===== src/sv/f2nq_pkg.sv =====
// Shared types and constants of the frequency-to-note quantiser.
`default_nettype none
package f2nq_pkg;

    // Field widths
    localparam int FREQ_W  = 32;
    localparam int MIDI_W  = 10;
    localparam int PC_W    = 4;
    localparam int OCT_W   = 7;
    localparam int CENTS_W = 14;

    // Log2 format: exponent bits above LOG_FRAC_BITS fraction bits
    localparam int LOG_FRAC_BITS_DEF = 24;
    localparam int EXP_W             = 5;
    localparam int MANT_W            = 32;

    localparam logic [FREQ_W-1:0] DEFAULT_REF = 32'd28835840;

    localparam int A4_NOTE      = 69;
    localparam int NOTES        = 12;
    localparam int CENTS_SCALE  = 10000;
    localparam int CENTS_MAX    = 4999;
    localparam int DIV12_RECIP  = 683;
    localparam int DIV12_SHIFT  = 13;
    localparam int DIV12_PROD_W = 20;
    localparam int QUOT_W       = 6;

    // Mantissas of both lanes travelling down the cell chain
    typedef struct packed {
        logic              ok;
        logic [MANT_W-1:0] mf;
        logic [MANT_W-1:0] mr;
    } t_mant;

endpackage
`default_nettype wire


===== src/sv/f2nq_log_cell.sv =====
// One log2 cell: squares both mantissas and appends one fraction bit to each lane.
`default_nettype none
module f2nq_log_cell #(
    parameter int ACC_W = f2nq_pkg::EXP_W + f2nq_pkg::LOG_FRAC_BITS_DEF
) (
    input  logic             i_clk,
    input  logic             i_rst_n,
    input  logic             i_valid,
    output logic             o_ready,
    input  f2nq_pkg::t_mant  i_mant,
    input  logic [ACC_W-1:0] i_acc_f,
    input  logic [ACC_W-1:0] i_acc_r,
    output logic             o_valid,
    input  logic             i_ready,
    output f2nq_pkg::t_mant  o_mant,
    output logic [ACC_W-1:0] o_acc_f,
    output logic [ACC_W-1:0] o_acc_r
);
    import f2nq_pkg::*;

    // Square a Q1.31 mantissa; return the fraction bit above the renormalised mantissa
    function automatic logic [MANT_W:0] sq_step(input logic [MANT_W-1:0] m);
        logic [2*MANT_W-1:0] sq;
        logic [MANT_W:0]     t;
        sq = (2*MANT_W)'(m) * (2*MANT_W)'(m);
        t  = sq[2*MANT_W-1:MANT_W-1];
        return t[MANT_W] ? {1'b1, t[MANT_W:1]} : {1'b0, t[MANT_W-1:0]};
    endfunction

    logic              r_vld;
    t_mant             r_mant;
    logic [ACC_W-1:0]  r_acc_f;
    logic [ACC_W-1:0]  r_acc_r;
    logic [MANT_W:0]   step_f;
    logic [MANT_W:0]   step_r;

    assign step_f  = sq_step(i_mant.mf);
    assign step_r  = sq_step(i_mant.mr);
    assign o_ready = !r_vld || i_ready;

    always_ff @(posedge i_clk) begin
        if (!i_rst_n) begin
            r_vld <= 1'b0;
        end else if (o_ready) begin
            r_vld <= i_valid;
        end
    end

    always_ff @(posedge i_clk) begin
        if (o_ready) begin
            r_mant.ok <= i_mant.ok;
            r_mant.mf <= step_f[MANT_W-1:0];
            r_mant.mr <= step_r[MANT_W-1:0];
            r_acc_f   <= {i_acc_f[ACC_W-2:0], step_f[MANT_W]};
            r_acc_r   <= {i_acc_r[ACC_W-2:0], step_r[MANT_W]};
        end
    end

    assign o_valid = r_vld;
    assign o_mant  = r_mant;
    assign o_acc_f = r_acc_f;
    assign o_acc_r = r_acc_r;

endmodule
`default_nettype wire


===== config.mk =====
export PLATFORM = sky130hd
export DESIGN_NAME = f2nq_log_cell
export DESIGN_NICKNAME = d
export VERILOG_FILES = /design/src/sv/f2nq_pkg.sv /design/src/sv/f2nq_log_cell.sv
export SDC_FILE = /design/constraint.sdc
export NUM_CORES = 2
export LEC_CHECK = 0
export BUFFER_PORTS_ARGS = -buffer_cell sky130_fd_sc_hd__buf_4
export CAP_MARGIN = 20
export CORE_MARGIN = 2
export CORE_UTILIZATION = 70
export DETAILED_ROUTE_END_ITERATION = 8
export PLACE_DENSITY = 0.95
export SKIP_LAST_GASP = 1
export SLEW_MARGIN = 20
export SYNTH_ARGS = -nofsm -noshare
export SYNTH_HDL_FRONTEND = slang
export SYNTH_SLANG_ARGS = --single-unit

===== constraint.sdc =====
create_clock -name i_clk -period 23.6 [get_ports i_clk]
set_input_delay 7.08 -clock i_clk [delete_from_list [all_inputs] [get_ports i_clk]]
set_output_delay 7.08 -clock i_clk [all_outputs]
set_load 0.05 [all_outputs]

==> insert_results.sql <==
INSERT INTO impl_metrics (metric_group, metric, value, unit) VALUES
('placement', 'hpwl_after_detailed_placement', '138', 'mm'),
('logic_synthesis', 'synth.lib_cells_used.distinct', '79', ''),
('global_route', 'gr-usage-met2', '64.2', '%'),
('logic_synthesis', 'syn_inst', '6540', ''),
('floorplan', 'design.die.area', '92300', 'um^2'),
('floorplan', 'starting_density_of_the_core', '70.9', '%'),
('logic_synthesis', 'synth.top_cells.by_area', 'fa_1 (50%), ha_1 (12%), inv_1 (12%)', ''),
('routing', 'detailedRoute.firstIterationViolations', '4240', ''),
('logic_synthesis', 'synth_largest_type_area_fraction', '50.3', '%'),
('sta', 'finalClockSkew', '0.0211', 'ns'),
('routing', 'drt-pass1-iter-count', '8', ''),
('critical_path', 'max_stage_delay', '0.60', 'ns'),
('logic_synthesis', 'seq_area_frac_synth', '5.90', '%'),
('clock_tree', 'post_cts_resize_count', '0', ''),
('floorplan', 'die_outline_width', '304', 'um'),
('sta', 'setup-tns-final', '0', 'ns'),
('sta', 'finalHoldViolCount', '0', ''),
('logic_synthesis', 'post_synth_most_frequent_cells', 'inv_1 (1968), fa_1 (1582), ha_1 (598), nand2_1 (582), and2_1 (469)', ''),
('clock_tree', 'worst_setup_hold_path_clk_slew', '0.06', 'ns'),
('floorplan', 'core.rowCount', '109', ''),
('sta', 'setup_viol_count_final', '0', ''),
('clock_tree', 'cts.sinks', '124', ''),
('global_route', 'grt_pass1_vias', '55300', ''),
('clock_tree', 'post_cts.repair.setup_buffers', '0', ''),
('routing', 'routed_wire_length', '175', 'mm'),
('global_route', 'grt_use_met3', '13.4', '%'),
('critical_path', 'setup.worst_path.class', 'in2reg', ''),
('sta', 'tightestPinTransition', '1.14', 'ns'),
('critical_path', 'worst_setup_path_end_kind', 'flip-flop', ''),
('run_status', 'outcome', 'finished clean', ''),
('final_layout', 'area_growth', '5.02', '%'),
('global_route', 'antenna_violations_before_repair', '3', ''),
('sta', 'max_freq', '62.6', 'MHz'),
('sta', 'grt_setup_unrepaired', 'false', ''),
('critical_path', 'critical-path-slowest-cell', 'nor4_2', ''),
('logic_synthesis', 'ys.flop_type', 'edfxtp_1', ''),
('global_route', 'gr-usage-all-layers', '39.9', '%'),
('placement', 'place.port_buffers', '249', ''),
('logic_synthesis', 'synth_fp_nets', '8847', ''),
('critical_path', 'crit_required', '23.77', 'ns'),
('final_layout', 'instances_no_fill', '7756', ''),
('clock_tree', 'clockBufferDepth', '2', ''),
('global_route', 'grt_first_pass_wirelength', '284', 'mm'),
('final_layout', 'layout-drive-gt1-share', '5.50', '%'),
('logic_synthesis', 'synthMostInstantiatedCell', 'inv_1', ''),
('global_route', 'grt.busiest_layer', 'met2', ''),
('logic_synthesis', 'synthesis.area', '62900', 'um^2'),
('critical_path', 'critical_path_peak_fanout', '26', ''),
('floorplan', 'core_area', '88800', 'um^2'),
('sta', 'final_max_slew_viol_count', '0', ''),
('logic_synthesis', 'synthesis.area_per_instance', '9.62', 'um^2'),
('critical_path', 'cp.arrival', '16.15', 'ns'),
('critical_path', 'cp_common_cell', 'fa_1', ''),
('routing', 'num_vias', '46800', ''),
('global_route', 'pin_count_of_the_biggest_net_entering_global_routing', '82', ''),
('global_route', 'remaining_global_route_overflow', '0', ''),
('clock_tree', 'cts-htree-levels', '4', ''),
('clock_tree', 'ctsRootBufferMaster', 'clkbuf_16', ''),
('logic_synthesis', 'synth.yosys.warnings', '0', ''),
('routing', 'avgViaCountPerCell', '6.04', ''),
('critical_path', 'delay_heaviest_family_cp', 'adder cells', ''),
('clock_tree', 'cts_inserted_buffers', '17', ''),
('critical_path', 'setup.worst_path.start_class', 'input port', ''),
('placement', 'weighted_congestion_at_the_end_of_routability_driven_global_placement', '0.972', ''),
('critical_path', 'crit_buf_inv', '7', ''),
('final_layout', 'final_nets', '8881', ''),
('clock_tree', 'cts_tree', 'built', ''),
('floorplan', 'top_level_ports', '252', ''),
('sta', 'layout_worst_path_cycle_share', '67.7', '%'),
('sta', 'max_slew_margin', '23.5', '%'),
('job', 'cap_viol_max_count', '0', '');
==> placed cells by master (no fill, tap or decap), types with 8 or more instances in the layout <==
cell type  instances
a21oi_1          145
inv_1           1968
nand2b_1           9
fa_1            1582
o31ai_1            9
a31o_2            23
and2_1           469
or2_2             13
a41oi_1           10
a31oi_1           21
nor2_1           120
o211ai_1          10
nand4_1           32
nor3_1            20
nor2b_1           25
clkbuf_16         17
a211oi_1          10
and3_1            23
ha_1             598
a21o_1            66
o21bai_1          30
mux2_1            19
xnor2_1           73
nand3_1           34
buf_4            252
o21ai_0           70
xor2_1            81
nand2_1          582
edfxtp_1         123
o21a_1             8
mux2i_1           14
mux2_2            24
==> routing by layer <==
metal,up-vias,part of all wire [%]
met5,-,0.028
met4,2,7.9
met3,1249,13
met2,3365,47
met1,23000,32
li1,19200,-
==> cell families after synthesis <==
family          count (synthesis)  synth area share (%)
compound gates                462                  4.82
xor+xnor                      155                  2.19
fa+ha+maj                    2180                  62.2
buf+inv                      2209                  13.2
flops                         124                  5.90
mux                            57                 0.992
simple gates                 1353                  10.6
==> worst min-delay path: cells and delay by family, from the launching register on <==
kind,cells,cell delay [ns]
AOI/OAI and AO/OA,1,0.18
and+or+nand+nor,1,0.57
DFF,1,0.33
==> stage by stage <==
step                      cell area (um^2)  utilization [%]  worst slack [ns]
after floorplan                      62900                -              6.11
after global placement               65300             73.6              7.58
after detailed placement             65300             73.6              7.45
after CTS                            66000             74.4              7.91
after global routing                 66100             74.4              7.43
final                                66100             74.4              7.61
==> sequential cells by signal (all words and copies together) (netlist names) <==
signal / cells
o_acc_r: 29
o_valid: 1
o_acc_f: 29
o_mant: 65
==> final timing paths <==
path / from / endpoint / slack [ns] / cells past startpoint
worst max-delay path: i_mant[16] / o_mant[5] / 7.61 / 27
worst max register to register: o_valid / o_acc_f[2] / 21.36 / 2
worst min-delay path: o_valid / o_valid / 1.13 / 2
worst min register to register: o_valid / o_valid / 1.13 / 2
==> cell type report <==
| type | instances | area, um^2 |
|---|---|---|
| multi-input cells | 4207 | 50900 |
| fillers | 5297 | 22700 |
| inverters | 1970 | 7390 |
| flip-flops and latches | 124 | 3710 |
| repair buffers | 254 | 1920 |
| well taps | 1165 | 1460 |
| clock buffers | 18 | 429 |
| clock inverters | 14 | 264 |
| diodes | 4 | 10.0 |
Power is not shown: default switching activity piles up to over one toggle a cycle in this logic, so the estimate is an artifact.
