[config.mk]
export PLATFORM = sky130hd
export DESIGN_NAME = f2nq_post
export DESIGN_NICKNAME = d
export VERILOG_FILES = /design/src/sv/f2nq_pkg.sv /design/src/sv/f2nq_post.sv
export SDC_FILE = /design/constraint.sdc
export NUM_CORES = 1
export LEC_CHECK = 0
export ABC_AREA = 1
export BUFFER_PORTS_ARGS = -buffer_cell sky130_fd_sc_hd__clkbuf_2
export CAP_MARGIN = 15
export CORE_MARGIN = 4
export CORE_UTILIZATION = 31
export CTS_BUF_LIST = sky130_fd_sc_hd__clkbuf_8
export DETAILED_ROUTE_END_ITERATION = 7
export PLACE_DENSITY_LB_ADDON = 0.25
export SLEW_MARGIN = 20
export SYNTH_ARGS = -nofsm -noshare
export SYNTH_HDL_FRONTEND = slang
export SYNTH_SLANG_ARGS = --single-unit
[constraint.sdc]
create_clock -name i_clk -period 5.5 [get_ports i_clk]
set_clock_uncertainty 0.1 [all_clocks]
set_input_delay 0.55 -clock i_clk [delete_from_list [all_inputs] [get_ports i_clk]]
set_output_delay 0.55 -clock i_clk [all_outputs]
set_load 0.01 [all_outputs]
[src/sv/f2nq_pkg.sv]
// Shared types and constants of the frequency-to-note quantiser.
`default_nettype none
package f2nq_pkg;

    // Field widths
    localparam int FREQ_W  = 32;
    localparam int MIDI_W  = 10;
    localparam int PC_W    = 4;
    localparam int OCT_W   = 7;
    localparam int CENTS_W = 14;

    // Log2 format: exponent bits above LOG_FRAC_BITS fraction bits
    localparam int LOG_FRAC_BITS_DEF = 24;
    localparam int EXP_W             = 5;
    localparam int MANT_W            = 32;

    localparam logic [FREQ_W-1:0] DEFAULT_REF = 32'd28835840;

    localparam int A4_NOTE      = 69;
    localparam int NOTES        = 12;
    localparam int CENTS_SCALE  = 10000;
    localparam int CENTS_MAX    = 4999;
    localparam int DIV12_RECIP  = 683;
    localparam int DIV12_SHIFT  = 13;
    localparam int DIV12_PROD_W = 20;
    localparam int QUOT_W       = 6;

    // Mantissas of both lanes travelling down the cell chain
    typedef struct packed {
        logic              ok;
        logic [MANT_W-1:0] mf;
        logic [MANT_W-1:0] mr;
    } t_mant;

endpackage
`default_nettype wire

[src/sv/f2nq_post.sv]
// Back end: note value, rounding, cents scaling, octave split and output register.
`default_nettype none
module f2nq_post #(
    parameter int LOG_FRAC_BITS = f2nq_pkg::LOG_FRAC_BITS_DEF,
    parameter int ACC_W         = f2nq_pkg::EXP_W + f2nq_pkg::LOG_FRAC_BITS_DEF
) (
    input  logic                                i_clk,
    input  logic                                i_rst_n,
    input  logic                                i_valid,
    output logic                                o_ready,
    input  logic                                i_ok,
    input  logic [ACC_W-1:0]                    i_acc_f,
    input  logic [ACC_W-1:0]                    i_acc_r,
    output logic                                o_valid,
    input  logic                                i_ready,
    output logic                                o_note_valid,
    output logic signed [f2nq_pkg::MIDI_W-1:0]  o_midi_number,
    output logic [f2nq_pkg::PC_W-1:0]           o_pitch_class,
    output logic signed [f2nq_pkg::OCT_W-1:0]   o_octave_number,
    output logic signed [f2nq_pkg::CENTS_W-1:0] o_cents_offset
);
    import f2nq_pkg::*;

    localparam int NST  = 6;
    localparam int L    = LOG_FRAC_BITS;
    localparam int DW   = ACC_W + 1;
    localparam int VW   = L + 10;
    localparam int PW   = L + CENTS_W;
    localparam logic [VW-1:0] C_BASE = VW'(A4_NOTE) << L;
    localparam logic [L-1:0]  HALF_L = L'(1) << (L - 1);

    logic [NST-1:0] r_vld;
    logic [NST-2:0] r_ok;
    logic [NST:0]   rdy;

    // Elastic control: a stage takes a word when it is empty or its successor moves
    always_comb begin
        rdy[NST] = i_ready;
        for (int k = 0; k < NST; k++) begin
            rdy[k] = !r_vld[k] || rdy[k+1];
        end
    end
    assign o_ready = rdy[0];

    always_ff @(posedge i_clk) begin
        if (!i_rst_n) begin
            r_vld <= '0;
        end else begin
            if (rdy[0]) begin
                r_vld[0] <= i_valid;
            end
            for (int k = 1; k < NST; k++) begin
                if (rdy[k]) begin
                    r_vld[k] <= r_vld[k-1];
                end
            end
        end
    end

    always_ff @(posedge i_clk) begin
        if (rdy[0]) begin
            r_ok[0] <= i_ok;
        end
        for (int k = 1; k < NST - 1; k++) begin
            if (rdy[k]) begin
                r_ok[k] <= r_ok[k-1];
            end
        end
    end

    // Stage 1: log difference
    logic [DW-1:0] r_diff;
    always_ff @(posedge i_clk) begin
        if (rdy[0]) begin
            r_diff <= {1'b0, i_acc_f} - {1'b0, i_acc_r};
        end
    end

    // Stage 2: v = 69 + 12 * diff
    logic [VW-1:0] dx;
    logic [VW-1:0] r_v;
    assign dx = {{(VW-DW){r_diff[DW-1]}}, r_diff};
    always_ff @(posedge i_clk) begin
        if (rdy[1]) begin
            r_v <= (dx << 3) + (dx << 2) + C_BASE;
        end
    end

    // Stage 3: sign and magnitude
    logic          r_sign3;
    logic [VW-1:0] r_mag;
    always_ff @(posedge i_clk) begin
        if (rdy[2]) begin
            r_sign3 <= r_v[VW-1];
            r_mag   <= r_v[VW-1] ? (~r_v + VW'(1)) : r_v;
        end
    end

    // Stage 4: round half away from zero, residue magnitude and sign
    logic [L-1:0]      frac;
    logic              up;
    logic              r_sign4;
    logic              r_rneg4;
    logic [MIDI_W-1:0] r_mmag4;
    logic [L-1:0]      r_rmag;
    assign frac = r_mag[L-1:0];
    assign up   = frac[L-1];
    always_ff @(posedge i_clk) begin
        if (rdy[3]) begin
            r_sign4 <= r_sign3;
            r_rneg4 <= r_sign3 ^ up;
            r_mmag4 <= r_mag[VW-1:L] + MIDI_W'(up);
            r_rmag  <= up ? (~frac + L'(1)) : frac;
        end
    end

    // Stage 5: cents product and divide by twelve via reciprocal
    logic [DIV12_PROD_W-1:0] qprod;
    logic                    r_sign5;
    logic                    r_rneg5;
    logic [MIDI_W-1:0]       r_mmag5;
    logic [PW-1:0]           r_prod;
    logic [QUOT_W-1:0]       r_quot;
    assign qprod = DIV12_PROD_W'(r_mmag4) * DIV12_PROD_W'(DIV12_RECIP);
    always_ff @(posedge i_clk) begin
        if (rdy[4]) begin
            r_sign5 <= r_sign4;
            r_rneg5 <= r_rneg4;
            r_mmag5 <= r_mmag4;
            r_prod  <= PW'(r_rmag) * PW'(CENTS_SCALE);
            r_quot  <= qprod[DIV12_SHIFT +: QUOT_W];
        end
    end

    // Stage 6: output register
    logic [PW:0]          csum;
    logic [CENTS_W:0]     cmag;
    logic [CENTS_W-1:0]   cclamp;
    logic [MIDI_W-1:0]    rem_w;
    logic [PC_W-1:0]      rem;
    logic [PC_W-1:0]      pc;
    logic [OCT_W-1:0]     qs;
    logic                 r_nv;
    logic [MIDI_W-1:0]    r_midi;
    logic [PC_W-1:0]      r_pc;
    logic [OCT_W-1:0]     r_oct;
    logic [CENTS_W-1:0]   r_cents;

    assign csum   = (PW+1)'(r_prod) + (PW+1)'(HALF_L);
    assign cmag   = csum[PW:L];
    assign cclamp = (cmag > (CENTS_W+1)'(CENTS_MAX)) ? CENTS_W'(CENTS_MAX)
                                                     : cmag[CENTS_W-1:0];
    assign rem_w  = r_mmag5 - MIDI_W'(r_quot * NOTES);
    assign rem    = rem_w[PC_W-1:0];
    assign pc     = (!r_sign5 || rem == '0) ? rem : PC_W'(NOTES) - rem;
    assign qs     = r_sign5 ? -OCT_W'(r_quot) : OCT_W'(r_quot);

    always_ff @(posedge i_clk) begin
        if (rdy[5]) begin
            r_nv    <= r_ok[4];
            r_midi  <= r_ok[4] ? (r_sign5 ? -r_mmag5 : r_mmag5) : '0;
            r_pc    <= r_ok[4] ? pc : '0;
            r_oct   <= r_ok[4] ? (qs - OCT_W'(1)) : '0;
            r_cents <= r_ok[4] ? (r_rneg5 ? -cclamp : cclamp) : '0;
        end
    end

    assign o_valid         = r_vld[NST-1];
    assign o_note_valid    = r_nv;
    assign o_midi_number   = r_midi;
    assign o_pitch_class   = r_pc;
    assign o_octave_number = r_oct;
    assign o_cents_offset  = r_cents;

endmodule
`default_nettype wire

==> results.cfg <==
[cts]
tritoncts = yes
cts_setup_buffers = 0
clock_latency_ps = 590
cts.repair.resized = 0
root_buffer = clkbuf_8
htree_levels = 2
clk_transition_reported_paths_ps = 50
cts-buffers-inserted = 41
clockBufferDepth = 3
cts_hold_buf = 0
cts.sink_count = 208

[logic_synthesis]
syn_area_per_cell_um2 = 9.34
yosysMostFrequentCell = inv_1
async_flop_share_pct = 0
synth_nets = 2210
yosys-top-cells-area = edfxtp_1 (35%), ha_1 (17%), fa_1 (8.8%)
ys.flop_type = edfxtp_1
yosys_register_bits = 208
synthCells = 1833
yosys.area.top_type = edfxtp_1
synth_area_um2 = 17100
synth.top_cells.by_count = inv_1 (350), nand2_1 (245), ha_1 (239), edfxtp_1 (202), a21oi_1 (142)
synth_seq_area_share_pct = 36.1
synth.distinct_cells = 51
synth_edf_count = 202
yosysTopAreaCellShare_pct = 35.4
yosysWarnings = 0

[critical_path]
rr_endpoint = r_prod[35]$_DFFE_PP_
start_kind = flop
timing.rr.start = r_rmag[11]$_DFFE_PP_
cp_data_arrival_time_ps = 5110
crit_type = reg -> reg
reg2reg_setup_slack_ps = 590
crit_required_ps = 5700
r2r_cells = 22
path_max_fanout = 3
critPathCaptureType = flop

[timing]
period_share_pct = 89.2
rsz0062_at_grt = no
setup_viol = 0
fin_setup_tns_ps = 0
worst_slew_pin_slew_ps = 776
hold_viol = 0
period_needed_ps = 4910
finalMaxSlewViolations = 0
fmax_ghz = 0.204
slew_headroom_pct = 48.3

[min_path]
hold_end = r_ok[0]$_DFFE_PP_
hold_start = i_ok
hold_depth = 1
hold_path_class = in -> reg

[floorplanning]
rows = 85
num_io_pins = 101
start_util_pct = 31.6
die_h_um = 243
die-area_um2 = 59100
die_x_um = 243
core_area_um2 = 54200

[route]
drt_first_pass_iters = 4
drtIter0Drc = 308
vias = 12144
vias_per_cell = 4.50
post-route-drc-count = 0
drt_wl_total_um = 32600
antenna_left = 0
wl_per_cell_um = 12.1

[global_route]
antenna_found_initial = 1
grt_pass1_wl_um = 57300
grt_util_all_layers_pct = 11.3
grt_pass1_vias = 12698
grt_max_degree = 38
gr-total-overflow = 0

[place]
hpwl_um = 27000
port_buffers = 100
place.gp.congestion = 0.838

[cells_and_area]
fin_nets = 2348
drive_gt1_share_pct = 9.60
syn_to_final_growth_pct = 13.0

[job]
maxCapViolCount = 0

[status]
status = finished, final reports clean
[routing by layer]
layer  vias up  wire length [µm]  share of wire, %  global-route usage (%)
met2       180             15900                49                    20.5
met1      5518             14800                45                    13.7
met5         -                 0                 0                       0
met4         0               622               1.9                    3.34
li1       6403                 -                 -                       -
met3        43              1270               3.9                    2.20
[placed cells by master, fill, tap and decap left out, types with 75 or more instances in the layout]
master and n:
inv_1 363, clkbuf_2 100, nand2_1 245, ha_1 239, xor2_1 97, nor2_1 130, a21oi_1 142, edfxtp_1 202
o21ai_0 82, fa_1 75
[worst max-delay path by stage]
| stage | to | cells after the start | slack (ps) | start |
|---|---|---|---|---|
| global route | r_prod[35]$_DFFE_PP_ | 22 | 150 | r_rmag[11]$_DFFE_PP_ |
| CTS | r_prod[35]$_DFFE_PP_ | 22 | 590 | r_rmag[11]$_DFFE_PP_ |
| detailed placement | r_prod[35]$_DFFE_PP_ | 22 | 640 | r_rmag[11]$_DFFE_PP_ |
| finish | r_prod[35]$_DFFE_PP_ | 22 | 590 | r_rmag[11]$_DFFE_PP_ |
| floorplan | o_ready | 10 | 110 | i_ready |
| global placement | r_prod[35]$_DFFE_PP_ | 22 | 700 | r_rmag[11]$_DFFE_PP_ |
[layout make-up]
| cell class | count | area [µm²] |
|---|---|---|
| fill | 5575 | 34900 |
| multi-input combinational | 1258 | 9550 |
| sequential | 208 | 6190 |
| inverter | 355 | 1330 |
| tap | 696 | 871 |
| clock buffer | 46 | 633 |
| timing repair buffer | 107 | 553 |
| clock inverter | 26 | 220 |
| antenna | 1 | 2.50 |
[worst max-delay path: stages, from the launching register on]
cell	delay (ps)
edfxtp_1	410
inv_1	130
fa_1	540
inv_1	40
ha_1	290
fa_1	480
ha_1	290
inv_1	50
fa_1	500
inv_1	40
ha_1	320
a21oi_1	220
o21ai_0	130
nand2_1	80
o211ai_1	70
a21oi_1	270
nor2_1	70
nor2_1	160
inv_1	60
nand2_1	60
nand2_1	70
a21oi_1	160
xor2_1	80
[registers in the layout, summed over array words and instances (netlist names), 14 cells and up]
signal / cells
o_cents_offset: 14
r_diff: 30
r_mag: 32
r_prod: 15
r_rmag: 22
r_v: 32
[cells by family (layout without fill, tap and decap cells)]
family / Yosys count / count (layout) / synth area share, %
buf+inv: 367 / 534 / 8.13
fa+ha+maj: 314 / 314 / 26.2
xor+xnor: 143 / 143 / 7.31
other cells: 0 / 1 / 0
simple gates: 513 / 513 / 12.9
flops: 208 / 208 / 36.1
compound gates: 288 / 288 / 9.26
[per-stage QoR]
step | utilization, % | setup slack, ps | hold WS, ps | cells | area [µm²]
after floorplan | - | 114 | 300 | 1833 | 17100
after global routing | 35.7 | 149 | 26.3 | 2697 | 19300
after global placement | 34.1 | 704 | 315 | 2624 | 18500
after CTS | 35.7 | 589 | 16.4 | 2696 | 19300
final | 35.7 | 593 | 89.3 | 2697 | 19300
after detailed placement | 34.1 | 644 | 305 | 2624 | 18500
Power is not shown: default switching activity piles up to over one toggle a cycle in this logic, so the estimate is an artifact.
