==> config.mk <==
export PLATFORM = sky130hd
export DESIGN_NAME = f2nq_norm
export DESIGN_NICKNAME = d
export VERILOG_FILES = /design/src/sv/f2nq_pkg.sv /design/src/sv/f2nq_norm.sv
export SDC_FILE = /design/constraint.sdc
export NUM_CORES = 1
export LEC_CHECK = 0
export BUFFER_PORTS_ARGS = -buffer_cell sky130_fd_sc_hd__buf_2
export CAP_MARGIN = 0
export CORE_ASPECT_RATIO = 0.5
export CORE_UTILIZATION = 58
export CTS_CLUSTER_DIAMETER = 150
export DETAILED_ROUTE_END_ITERATION = 8
export PLACE_DENSITY = 0.93
export SYNTH_ARGS = -nofsm -noshare
export SYNTH_HDL_FRONTEND = slang
export SYNTH_SLANG_ARGS = --single-unit
==> constraint.sdc <==
create_clock -name i_clk -period 6.87 [get_ports i_clk]
set_clock_uncertainty 0.05 [all_clocks]
set_input_delay 0.687 -clock i_clk [delete_from_list [all_inputs] [get_ports i_clk]]
set_output_delay 0.687 -clock i_clk [all_outputs]
set_load 0.1 [all_outputs]
==> src/sv/f2nq_pkg.sv <==
// Shared types and constants of the frequency-to-note quantiser.
`default_nettype none
package f2nq_pkg;

    // Field widths
    localparam int FREQ_W  = 32;
    localparam int MIDI_W  = 10;
    localparam int PC_W    = 4;
    localparam int OCT_W   = 7;
    localparam int CENTS_W = 14;

    // Log2 format: exponent bits above LOG_FRAC_BITS fraction bits
    localparam int LOG_FRAC_BITS_DEF = 24;
    localparam int EXP_W             = 5;
    localparam int MANT_W            = 32;

    localparam logic [FREQ_W-1:0] DEFAULT_REF = 32'd28835840;

    localparam int A4_NOTE      = 69;
    localparam int NOTES        = 12;
    localparam int CENTS_SCALE  = 10000;
    localparam int CENTS_MAX    = 4999;
    localparam int DIV12_RECIP  = 683;
    localparam int DIV12_SHIFT  = 13;
    localparam int DIV12_PROD_W = 20;
    localparam int QUOT_W       = 6;

    // Mantissas of both lanes travelling down the cell chain
    typedef struct packed {
        logic              ok;
        logic [MANT_W-1:0] mf;
        logic [MANT_W-1:0] mr;
    } t_mant;

endpackage
`default_nettype wire

==> src/sv/f2nq_norm.sv <==
// Front stage: reference selection, range check and leading-one normalisation.
`default_nettype none
module f2nq_norm #(
    parameter int ACC_W = f2nq_pkg::EXP_W + f2nq_pkg::LOG_FRAC_BITS_DEF
) (
    input  logic                        i_clk,
    input  logic                        i_rst_n,
    input  logic                        i_valid,
    output logic                        o_ready,
    input  logic [f2nq_pkg::FREQ_W-1:0] i_frequency,
    input  logic [f2nq_pkg::FREQ_W-1:0] i_ref,
    output logic                        o_valid,
    input  logic                        i_ready,
    output f2nq_pkg::t_mant             o_mant,
    output logic [ACC_W-1:0]            o_acc_f,
    output logic [ACC_W-1:0]            o_acc_r
);
    import f2nq_pkg::*;

    function automatic logic [EXP_W-1:0] lead_one(input logic [FREQ_W-1:0] x);
        logic [EXP_W-1:0] e;
        e = '0;
        for (int i = 0; i < FREQ_W; i++) begin
            if (x[i]) begin
                e = EXP_W'(i);
            end
        end
        return e;
    endfunction

    logic                r_vld;
    t_mant               r_mant;
    logic [ACC_W-1:0]    r_acc_f;
    logic [ACC_W-1:0]    r_acc_r;
    logic [FREQ_W-1:0]   ref_sel;
    logic [EXP_W-1:0]    e_f;
    logic [EXP_W-1:0]    e_r;
    t_mant               n_mant;

    assign ref_sel = (i_ref == '0) ? DEFAULT_REF : i_ref;
    assign e_f     = lead_one(i_frequency);
    assign e_r     = lead_one(ref_sel);

    always_comb begin
        n_mant.ok = (i_frequency[FREQ_W-1:16] != '0);
        n_mant.mf = i_frequency << (EXP_W'(FREQ_W - 1) - e_f);
        n_mant.mr = ref_sel << (EXP_W'(FREQ_W - 1) - e_r);
    end

    assign o_ready = !r_vld || i_ready;

    always_ff @(posedge i_clk) begin
        if (!i_rst_n) begin
            r_vld <= 1'b0;
        end else if (o_ready) begin
            r_vld <= i_valid;
        end
    end

    always_ff @(posedge i_clk) begin
        if (o_ready) begin
            r_mant  <= n_mant;
            r_acc_f <= ACC_W'(e_f);
            r_acc_r <= ACC_W'(e_r);
        end
    end

    assign o_valid = r_vld;
    assign o_mant  = r_mant;
    assign o_acc_f = r_acc_f;
    assign o_acc_r = r_acc_r;

endmodule
`default_nettype wire

==> results.json, run 1 <==
{
  "outcome": "finished, final reports clean",
  "clockBufferDepth": 2,
  "period_share": 0.600,
  "port_buffers": 144,
  "synth_edf_count": 75,
  "grt_pass1_wl_um": 31800,
  "synth_common_cells": "mux2i_1, edfxtp_1, nor2_1",
  "vias": 6622,
  "yosys.area.top_type": "edfxtp_1",
  "finalSetupViolations": 0,
  "setup_tns_ps": 0,
  "die_h_um": 77.9,
  "drt_drc_violations_left": 0,
  "ys_ff_latch": 76,
  "p_leak_nw": 3.40,
  "yosysTopAreaCellShare": 0.337,
  "grt_max_degree": 40,
  "fp.dieW_um": 154,
  "gp_congestion": 1.03,
  "p_per_area_mw_per_mm2": 263,
  "coreArea_mm2": 0.0111,
  "hold_buffers": 0,
  "synth_area_mm2": 0.00669,
  "rows": 27,
  "slew_violations": 0,
  "final_layout_size_suffix_gt1_frac": 0.244,
  "holdCritPathClass": "in2reg",
  "end_kind": "register",
  "period_minus_slack_ps": 4120,
  "post-cts-setup-buffers": 0,
  "cap_violations": 0,
  "tritoncts": "done",
  "crit_arrival_ps": 4140,
  "dp_cells": 986,
  "dp_hpwl_um": 15200,
  "ctsResizeCount": 0,
  "relSlewSlack": 0.216,
  "cts_buffers": 9,
  "ys.flop_type": "edfxtp_1",
  "area_delta_synth_final_pct": 14.2,
  "drtIter0Drc": 803,
  "max_freq_ghz": 0.243,
  "final_util": 0.687,
  "grt-ovfl-total": 0,
  "antenna_cells": 0,
  "synthTopCellsByArea": "edfxtp_1, mux2i_1, buf_4, nor2_1, nand3_1",
  "path_max_fanout": 30,
  "clk_root_buffer_cell": "clkbuf_16",
  "clk_latency_ps": 350,
  "pin_count": 193,
  "tightestPinTransition_ps": 1170,
  "die-area_mm2": 0.0120,
  "fin_nets": 920,
  "synth.avg_cell_area_um2": 9.18,
  "grt_setup_unrepaired": "no",
  "nFillCells": 896,
  "antenna_found_initial": 0,
  "vdd_drop_max_uv": 169,
  "required_ps": 6890,
  "hold_viol": 0,
  "synthCells": 728,
  "initial_core_util": 0.601,
  "clock_sinks": 76,
  "path_class": "in2reg",
  "ys_warn_count": 0,
  "yosysSeqAreaShare": 0.340,
  "wirelength_um": 20200,
  "drt_pass1_iterations": 5,
  "grt_pass1_vias": 5986,
  "ant_nets": 0,
  "ys_types": 77,
  "final_cell_count_no_fill": 1001,
  "wl_per_cell_um": 20.2,
  "synth_most_common_cell": "mux2i_1",
  "r2r_slack_ps": 5130,
  "cts.clk_slew.worst_paths_ps": 60,
  "synthArstFlopShare": 0,
  "cts_htree_levels": 3,
  "via_per_inst": 6.62,
  "grt_usage": 0.342,
  "startpoint_type": "input pin"
}
[cell type report]
cell class	instances	area (µm²)	area share
Timing Repair Buffer	153	788	0.103
Tap cell	145	181	0.0238
Sequential cell	76	2270	0.298
Clock buffer	10	229	0.0300
Inverter	26	100	0.0131
Multi-Input combinational cell	586	3990	0.522
Clock inverter	5	77.6	0.0102
[per-layer routing]
layer | up-vias | track usage | routed length (µm)
met5 | - | 0 | 0
met4 | 0 | 0.174 | 783
met3 | 74 | 0.0715 | 1910
met1 | 3078 | 0.439 | 8170
met2 | 490 | 0.549 | 9370
li1 | 2980 | - | -
[per-stage QoR]
step	power (mW)	instance area [µm²]	hold slack, ps	setup slack [ps]
6_report	2.01	7630	543	2750
5_1_grt	2.07	7630	538	2540
4_1_cts	2.00	7630	539	2880
3_5_place_dp	1.51	7330	904	2520
3_3_place_gp	1.50	7330	882	2540
2_1_floorplan	1.38	6860	776	2800
[worst paths after layout]
| kind | endpoint | from | cells past startpoint |
|---|---|---|---|
| worst max-delay path | o_mant[23] | i_ref[16] | 12 |
| worst min-delay path | o_valid | i_rst_n | 2 |
| worst max register to register | o_mant[12] | o_valid | 2 |
| worst min register to register | o_acc_f[0] | o_valid | 1 |
[cells by family after synthesis]
group                  after synthesis  share of synthesized area
DFF                                 76                      0.340
other                                2                    0.00112
muxes                              112                      0.178
AOI/OAI and AO/OA                  190                      0.208
and+or+nand+nor                    235                      0.178
buffers and inverters              113                     0.0945
[power by group]
| group | internal, mW | switching, mW | leakage (nW) |
|---|---|---|---|
| logic | 0.167 | 0.754 | 2.49 |
| clock network | 0.314 | 0.180 | 0.148 |
| registers | 0.579 | 0.0126 | 0.763 |
| total | 1.06 | 0.947 | 3.40 |
[critical path, stage by stage]
cell      delay (ps)
buf_2            160
nor4_1           570
nand4_1          320
o21a_1           290
a31oi_2          180
buf_4            350
inv_1            310
buf_4            310
nor2_1           300
inv_1            140
o221ai_1         330
o221ai_1         180
[placed cells by master, fill, tap and decap left out, types with 13 or more instances in the layout]
cell	synthesis	final
buf_2	8	144
mux2i_1	93	93
edfxtp_1	75	75
nor2_1	72	72
conb_1	2	49
nand2_1	41	41
nand3_1	31	31
a21oi_1	26	26
o21ai_0	25	24
inv_1	22	22
nand4_1	17	17
nor4_1	14	14
o22ai_1	14	14
o31ai_1	13	13
[flip-flops by register name, summed over array words and instances, names as in the netlist]
signal and count:
o_acc_f 5, o_acc_r 5, o_mant 65, o_valid 1
(Power assumes the default switching activity.)
==> run 2, diff against run 1 <==
- CORE_UTILIZATION: 58 -> 48
- PLACE_DENSITY: 0.93 -> 0.83
- clock period: 6.87 -> 3.3 ns (I/O delays scaled with it)
==> results.json, run 2 (same netlist as run 1, synthesis figures left out) <==
{
  "p_leak_nw": 3.74,
  "tritoncts": "done",
  "port_buffers": 144,
  "layout_commonest_cell": "buf_2",
  "tightestPinTransition_ps": 876,
  "grt_setup_unrepaired": "no",
  "outcome": "finished, final reports clean",
  "rows": 30,
  "nFillCells": 1214,
  "dp_hpwl_um": 16700,
  "grt_pass1_vias": 6098,
  "vdd_drop_max_uv": 247,
  "final_cell_mix": "buf_2, mux2i_1, buf_4",
  "clock_sinks": 76,
  "via_per_inst": 6.07,
  "crit_path_frequent_cell": "nor4_1",
  "startpoint_type": "input pin",
  "drt_drc_violations_left": 0,
  "wirelength_um": 21200,
  "hold_buffers": 0,
  "area_delta_synth_final_pct": 23.4,
  "dp_cells": 1102,
  "fin_area_mm2": 0.00825,
  "drt_pass1_iterations": 7,
  "pin_count": 193,
  "wl_per_cell_um": 19.0,
  "power_switching_share": 0.468,
  "holdCritPathClass": "in2reg",
  "intPower_mw": 2.26,
  "vias": 6785,
  "clk_root_buffer_cell": "clkbuf_16",
  "switching_power_mw": 1.99,
  "p_per_area_mw_per_mm2": 516,
  "final_util": 0.609,
  "required_ps": 3450,
  "crit_path_start": "i_ref[4]",
  "final_cell_count_no_fill": 1118,
  "end_kind": "register",
  "cp.buffers_inverters": 2,
  "cts_htree_levels": 3,
  "finalPower_mw": 4.26,
  "place_area_mm2": 0.00793,
  "share_seq_of_total_power": 0.290,
  "hp-start": "i_valid",
  "worstPathCellList": "buf_2, nor4_1, nand4_2, nor2_4, buf_12, o41a_1, nor4_1, or2_1, mux4_2, o221ai_1, o311a_1",
  "path_class": "in2reg",
  "path_max_fanout": 8,
  "clk_latency_ps": 330,
  "grt_pass1_wl_um": 32500,
  "crit_arrival_ps": 3260,
  "period_share": 0.943,
  "final_layout_size_suffix_gt1_frac": 0.301,
  "fin_nets": 989,
  "largest_reg_flops": 65,
  "clockBufferDepth": 2,
  "cts.clk_slew.worst_paths_ps": 60,
  "rr_startpoint": "o_valid",
  "fp.dieW_um": 169,
  "cts_buffers": 9,
  "antenna_found_initial": 0,
  "clock_power_share": 0.245,
  "cap_violations": 0,
  "grt_usage": 0.289,
  "gp_congestion": 0.991,
  "ctsResizeCount": 0,
  "crit_family": "simple AND/OR/NAND/NOR gates",
  "slew_violations": 0,
  "worst_path_largest_cell_delay_ps": 530,
  "finalSetupViolations": 0,
  "grt-ovfl-total": 0,
  "relSlewSlack": 0.412,
  "hold_viol": 0,
  "die-area_mm2": 0.0144,
  "post-cts-setup-buffers": 0,
  "ant_nets": 0,
  "slowest_stage": "mux4_2",
  "p_comb_frac": 0.465,
  "drtIter0Drc": 641,
  "die_h_um": 85.5,
  "max_freq_ghz": 0.321,
  "period_minus_slack_ps": 3110,
  "coreArea_mm2": 0.0136,
  "initial_core_util": 0.493,
  "setup_tns_ps": 0,
  "antenna_cells": 0,
  "grt_max_degree": 40
}
[run 2: changes by cell type in the layout (fill, tap and decap cells not counted), sizes merged]
cell	change
buf	+69
clkinvlp	+1
[run 2: cell type report]
cell class	instances	area (µm²)	area share
flip-flops and latches	76	2270	0.275
well taps	192	240	0.0291
clock buffers	10	229	0.0278
clock inverters	6	88.8	0.0108
inverters	26	100	0.0121
multi-input cells	586	3990	0.483
repair buffers	222	1330	0.161
[run 2: worst paths after layout]
check	to	slack [ps]	cells after the start
worst min-delay path	o_valid	190	3
worst max-delay path	o_mant[30]	190	11
worst min register to register	o_valid	820	2
worst max register to register	o_acc_f[1]	1690	2
[run 2: stage by stage]
| step | hold slack, ps | worst slack (ps) |
|---|---|---|
| 2_1_floorplan | 419 | 181 |
| 3_3_place_gp | 524 | -94.1 |
| 3_5_place_dp | 535 | -79.7 |
| 4_1_cts | 180 | 248 |
| 5_1_grt | 190 | 14.8 |
| 6_report | 185 | 189 |
[run 2: routing by layer]
metal / part of all wire / global-route usage / vias up
met5: 0 / 0 / -
met3: 0.084 / 0.0424 / 60
met4: 0.023 / 0.0983 / 0
met2: 0.48 / 0.498 / 428
li1: - / - / 3130
met1: 0.41 / 0.373 / 3167
[run 2: worst register-to-register path, cell delays in order (launching register included)]
cell and delay [ps]:
dfxtp_1 330, nand2b_4 340, buf_4 510
[run 2: power groups by stage]
stage	Clock, mW	Sequential (mW)	Combinational, mW
finish	1.04	1.23	1.98
global placement	0	1.25	1.95
detailed placement	0	1.26	1.96
CTS	1.05	1.24	1.97
global route	1.09	1.24	2.05
floorplan	0	2.10	0.762
==> run 3, diff against run 2 <==
- BUFFER_PORTS_ARGS: -buffer_cell sky130_fd_sc_hd__buf_2 -> unset
- CORE_UTILIZATION: 48 -> 59
- DONT_BUFFER_PORTS: unset -> 1
- clock period: 3.3 -> 2.8 ns (I/O delays scaled with it)
==> results.json, run 3 (same netlist as run 1, synthesis figures left out) <==
{
  "outcome": "finished with violations",
  "violations": "design-rule violations",
  "tightestPinTransition_ps": 1080,
  "slew_violations": 0,
  "routed-wl-met2_um": 9460,
  "required_ps": 2900,
  "top_layer_used": "met4",
  "final_cell_mix": "buf_4, mux2i_1, edfxtp_1",
  "crit_arrival_ps": 2800,
  "final_layout_size_suffix_gt1_frac": 0.216,
  "grt-ovfl-total": 0,
  "drt_drc_violations_left": 9,
  "hold_viol": 0,
  "tritoncts": "done",
  "grt_setup_unrepaired": "no",
  "p_per_area_mw_per_mm2": 629,
  "worst_hold_slack_ps": 34.4,
  "wirelength_um": 20300,
  "cts_htree_levels": 3,
  "wl_met1_um": 8190,
  "final_cell_count_no_fill": 964,
  "end_kind": "register",
  "hp-start": "i_valid",
  "drtIter0Drc": 726,
  "antenna_found_initial": 0,
  "p_leak_nw": 3.41,
  "area_delta_synth_final_pct": 17.4,
  "die_h_um": 77.3,
  "rr_startpoint": "o_valid",
  "ant_nets": 0,
  "max_freq_ghz": 0.371,
  "startpoint_type": "input pin",
  "rows": 27,
  "initial_core_util": 0.607,
  "antenna_cells": 0,
  "wl_per_cell_um": 21.1,
  "finalSetupViolations": 0,
  "dp_hpwl_um": 15900,
  "grt_usage": 0.350,
  "gp_congestion": 0.999,
  "path_max_fanout": 8,
  "port_buffers": 0,
  "fin_nets": 882,
  "path_class": "in2reg",
  "pin_count": 193,
  "fp.dieW_um": 153,
  "largest_reg_flops": 65,
  "grt_max_degree": 63,
  "clk_root_buffer_cell": "clkbuf_16",
  "crit_path_start": "i_ref[16]",
  "cap_violations": 0,
  "coreArea_mm2": 0.0110,
  "setup_tns_ps": 0,
  "layout_commonest_cell": "buf_4",
  "wl_met3_um": 2100,
  "cts.clk_slew.worst_paths_ps": 60,
  "dp_cells": 947,
  "clock_sinks": 76,
  "grt_pass1_wl_um": 32100,
  "clk_latency_ps": 340,
  "clockBufferDepth": 2,
  "vdd_drop_max_uv": 373,
  "period_minus_slack_ps": 2700,
  "via_per_inst": 6.60,
  "vias": 6363,
  "relSlewSlack": 0.278,
  "hold_buffers": 0,
  "die-area_mm2": 0.0118,
  "cts_buffers": 9,
  "drt_pass1_iterations": 8,
  "period_share": 0.964,
  "grt_pass1_vias": 5924,
  "holdCritPathClass": "in2reg"
}
## run 3: final cells by class
| class | instances | area (µm²) |
|---|---|---|
| tap | 145 | 181 |
| fill | 878 | 3170 |
| multi-input combinational | 586 | 4030 |
| timing repair buffer | 115 | 938 |
| inverter | 26 | 100 |
| clock inverter | 7 | 97.6 |
| sequential | 76 | 2270 |
| clock buffer | 9 | 225 |
## run 3: layer usage
layer  vias up  GRT usage
met2       414      0.571
met4         0      0.131
met5         -     0.0130
met3        52     0.0825
met1      2997      0.452
li1       2900          -
## run 3: worst max-delay path: stages
cell and delay, ps:
nor4_2 350, nand4_1 280, nor2_4 170, o41a_1 370, o31ai_1 190, a21oi_1 360
buf_4 190, nor2_1 50, o41a_1 330, o221ai_1 220
## run 3: timing repair
item	in CTS	in global routing
hold endpoints to repair	0	0
gates resized for setup	0	2
setup buffers	0	1
setup endpoints to repair	0	2
## run 3: worst paths after layout
check,to,slack (ps),cells after the start
max,o_mant[26],100,10
min reg2reg,o_acc_f[1],950,1
max reg2reg,o_mant[63],1270,2
min,o_valid,30,2
## run 3: through the flow
stage	utilization	area [µm²]	setup WS [ps]	power (mW)
floorplan	-	6910	-138	3.38
global placement	0.681	7500	-172	3.67
detailed placement	0.681	7500	-136	3.69
CTS	0.711	7830	192	4.92
global route	0.713	7850	2.68	5.08
finish	0.713	7850	102	4.94
## run 3: power breakdown
part	switching, mW	internal (mW)	total (mW)
clock network	0.459	0.784	1.24
logic	0.791	0.433	1.22
registers	1.04	1.43	2.47
total	2.29	2.65	4.94
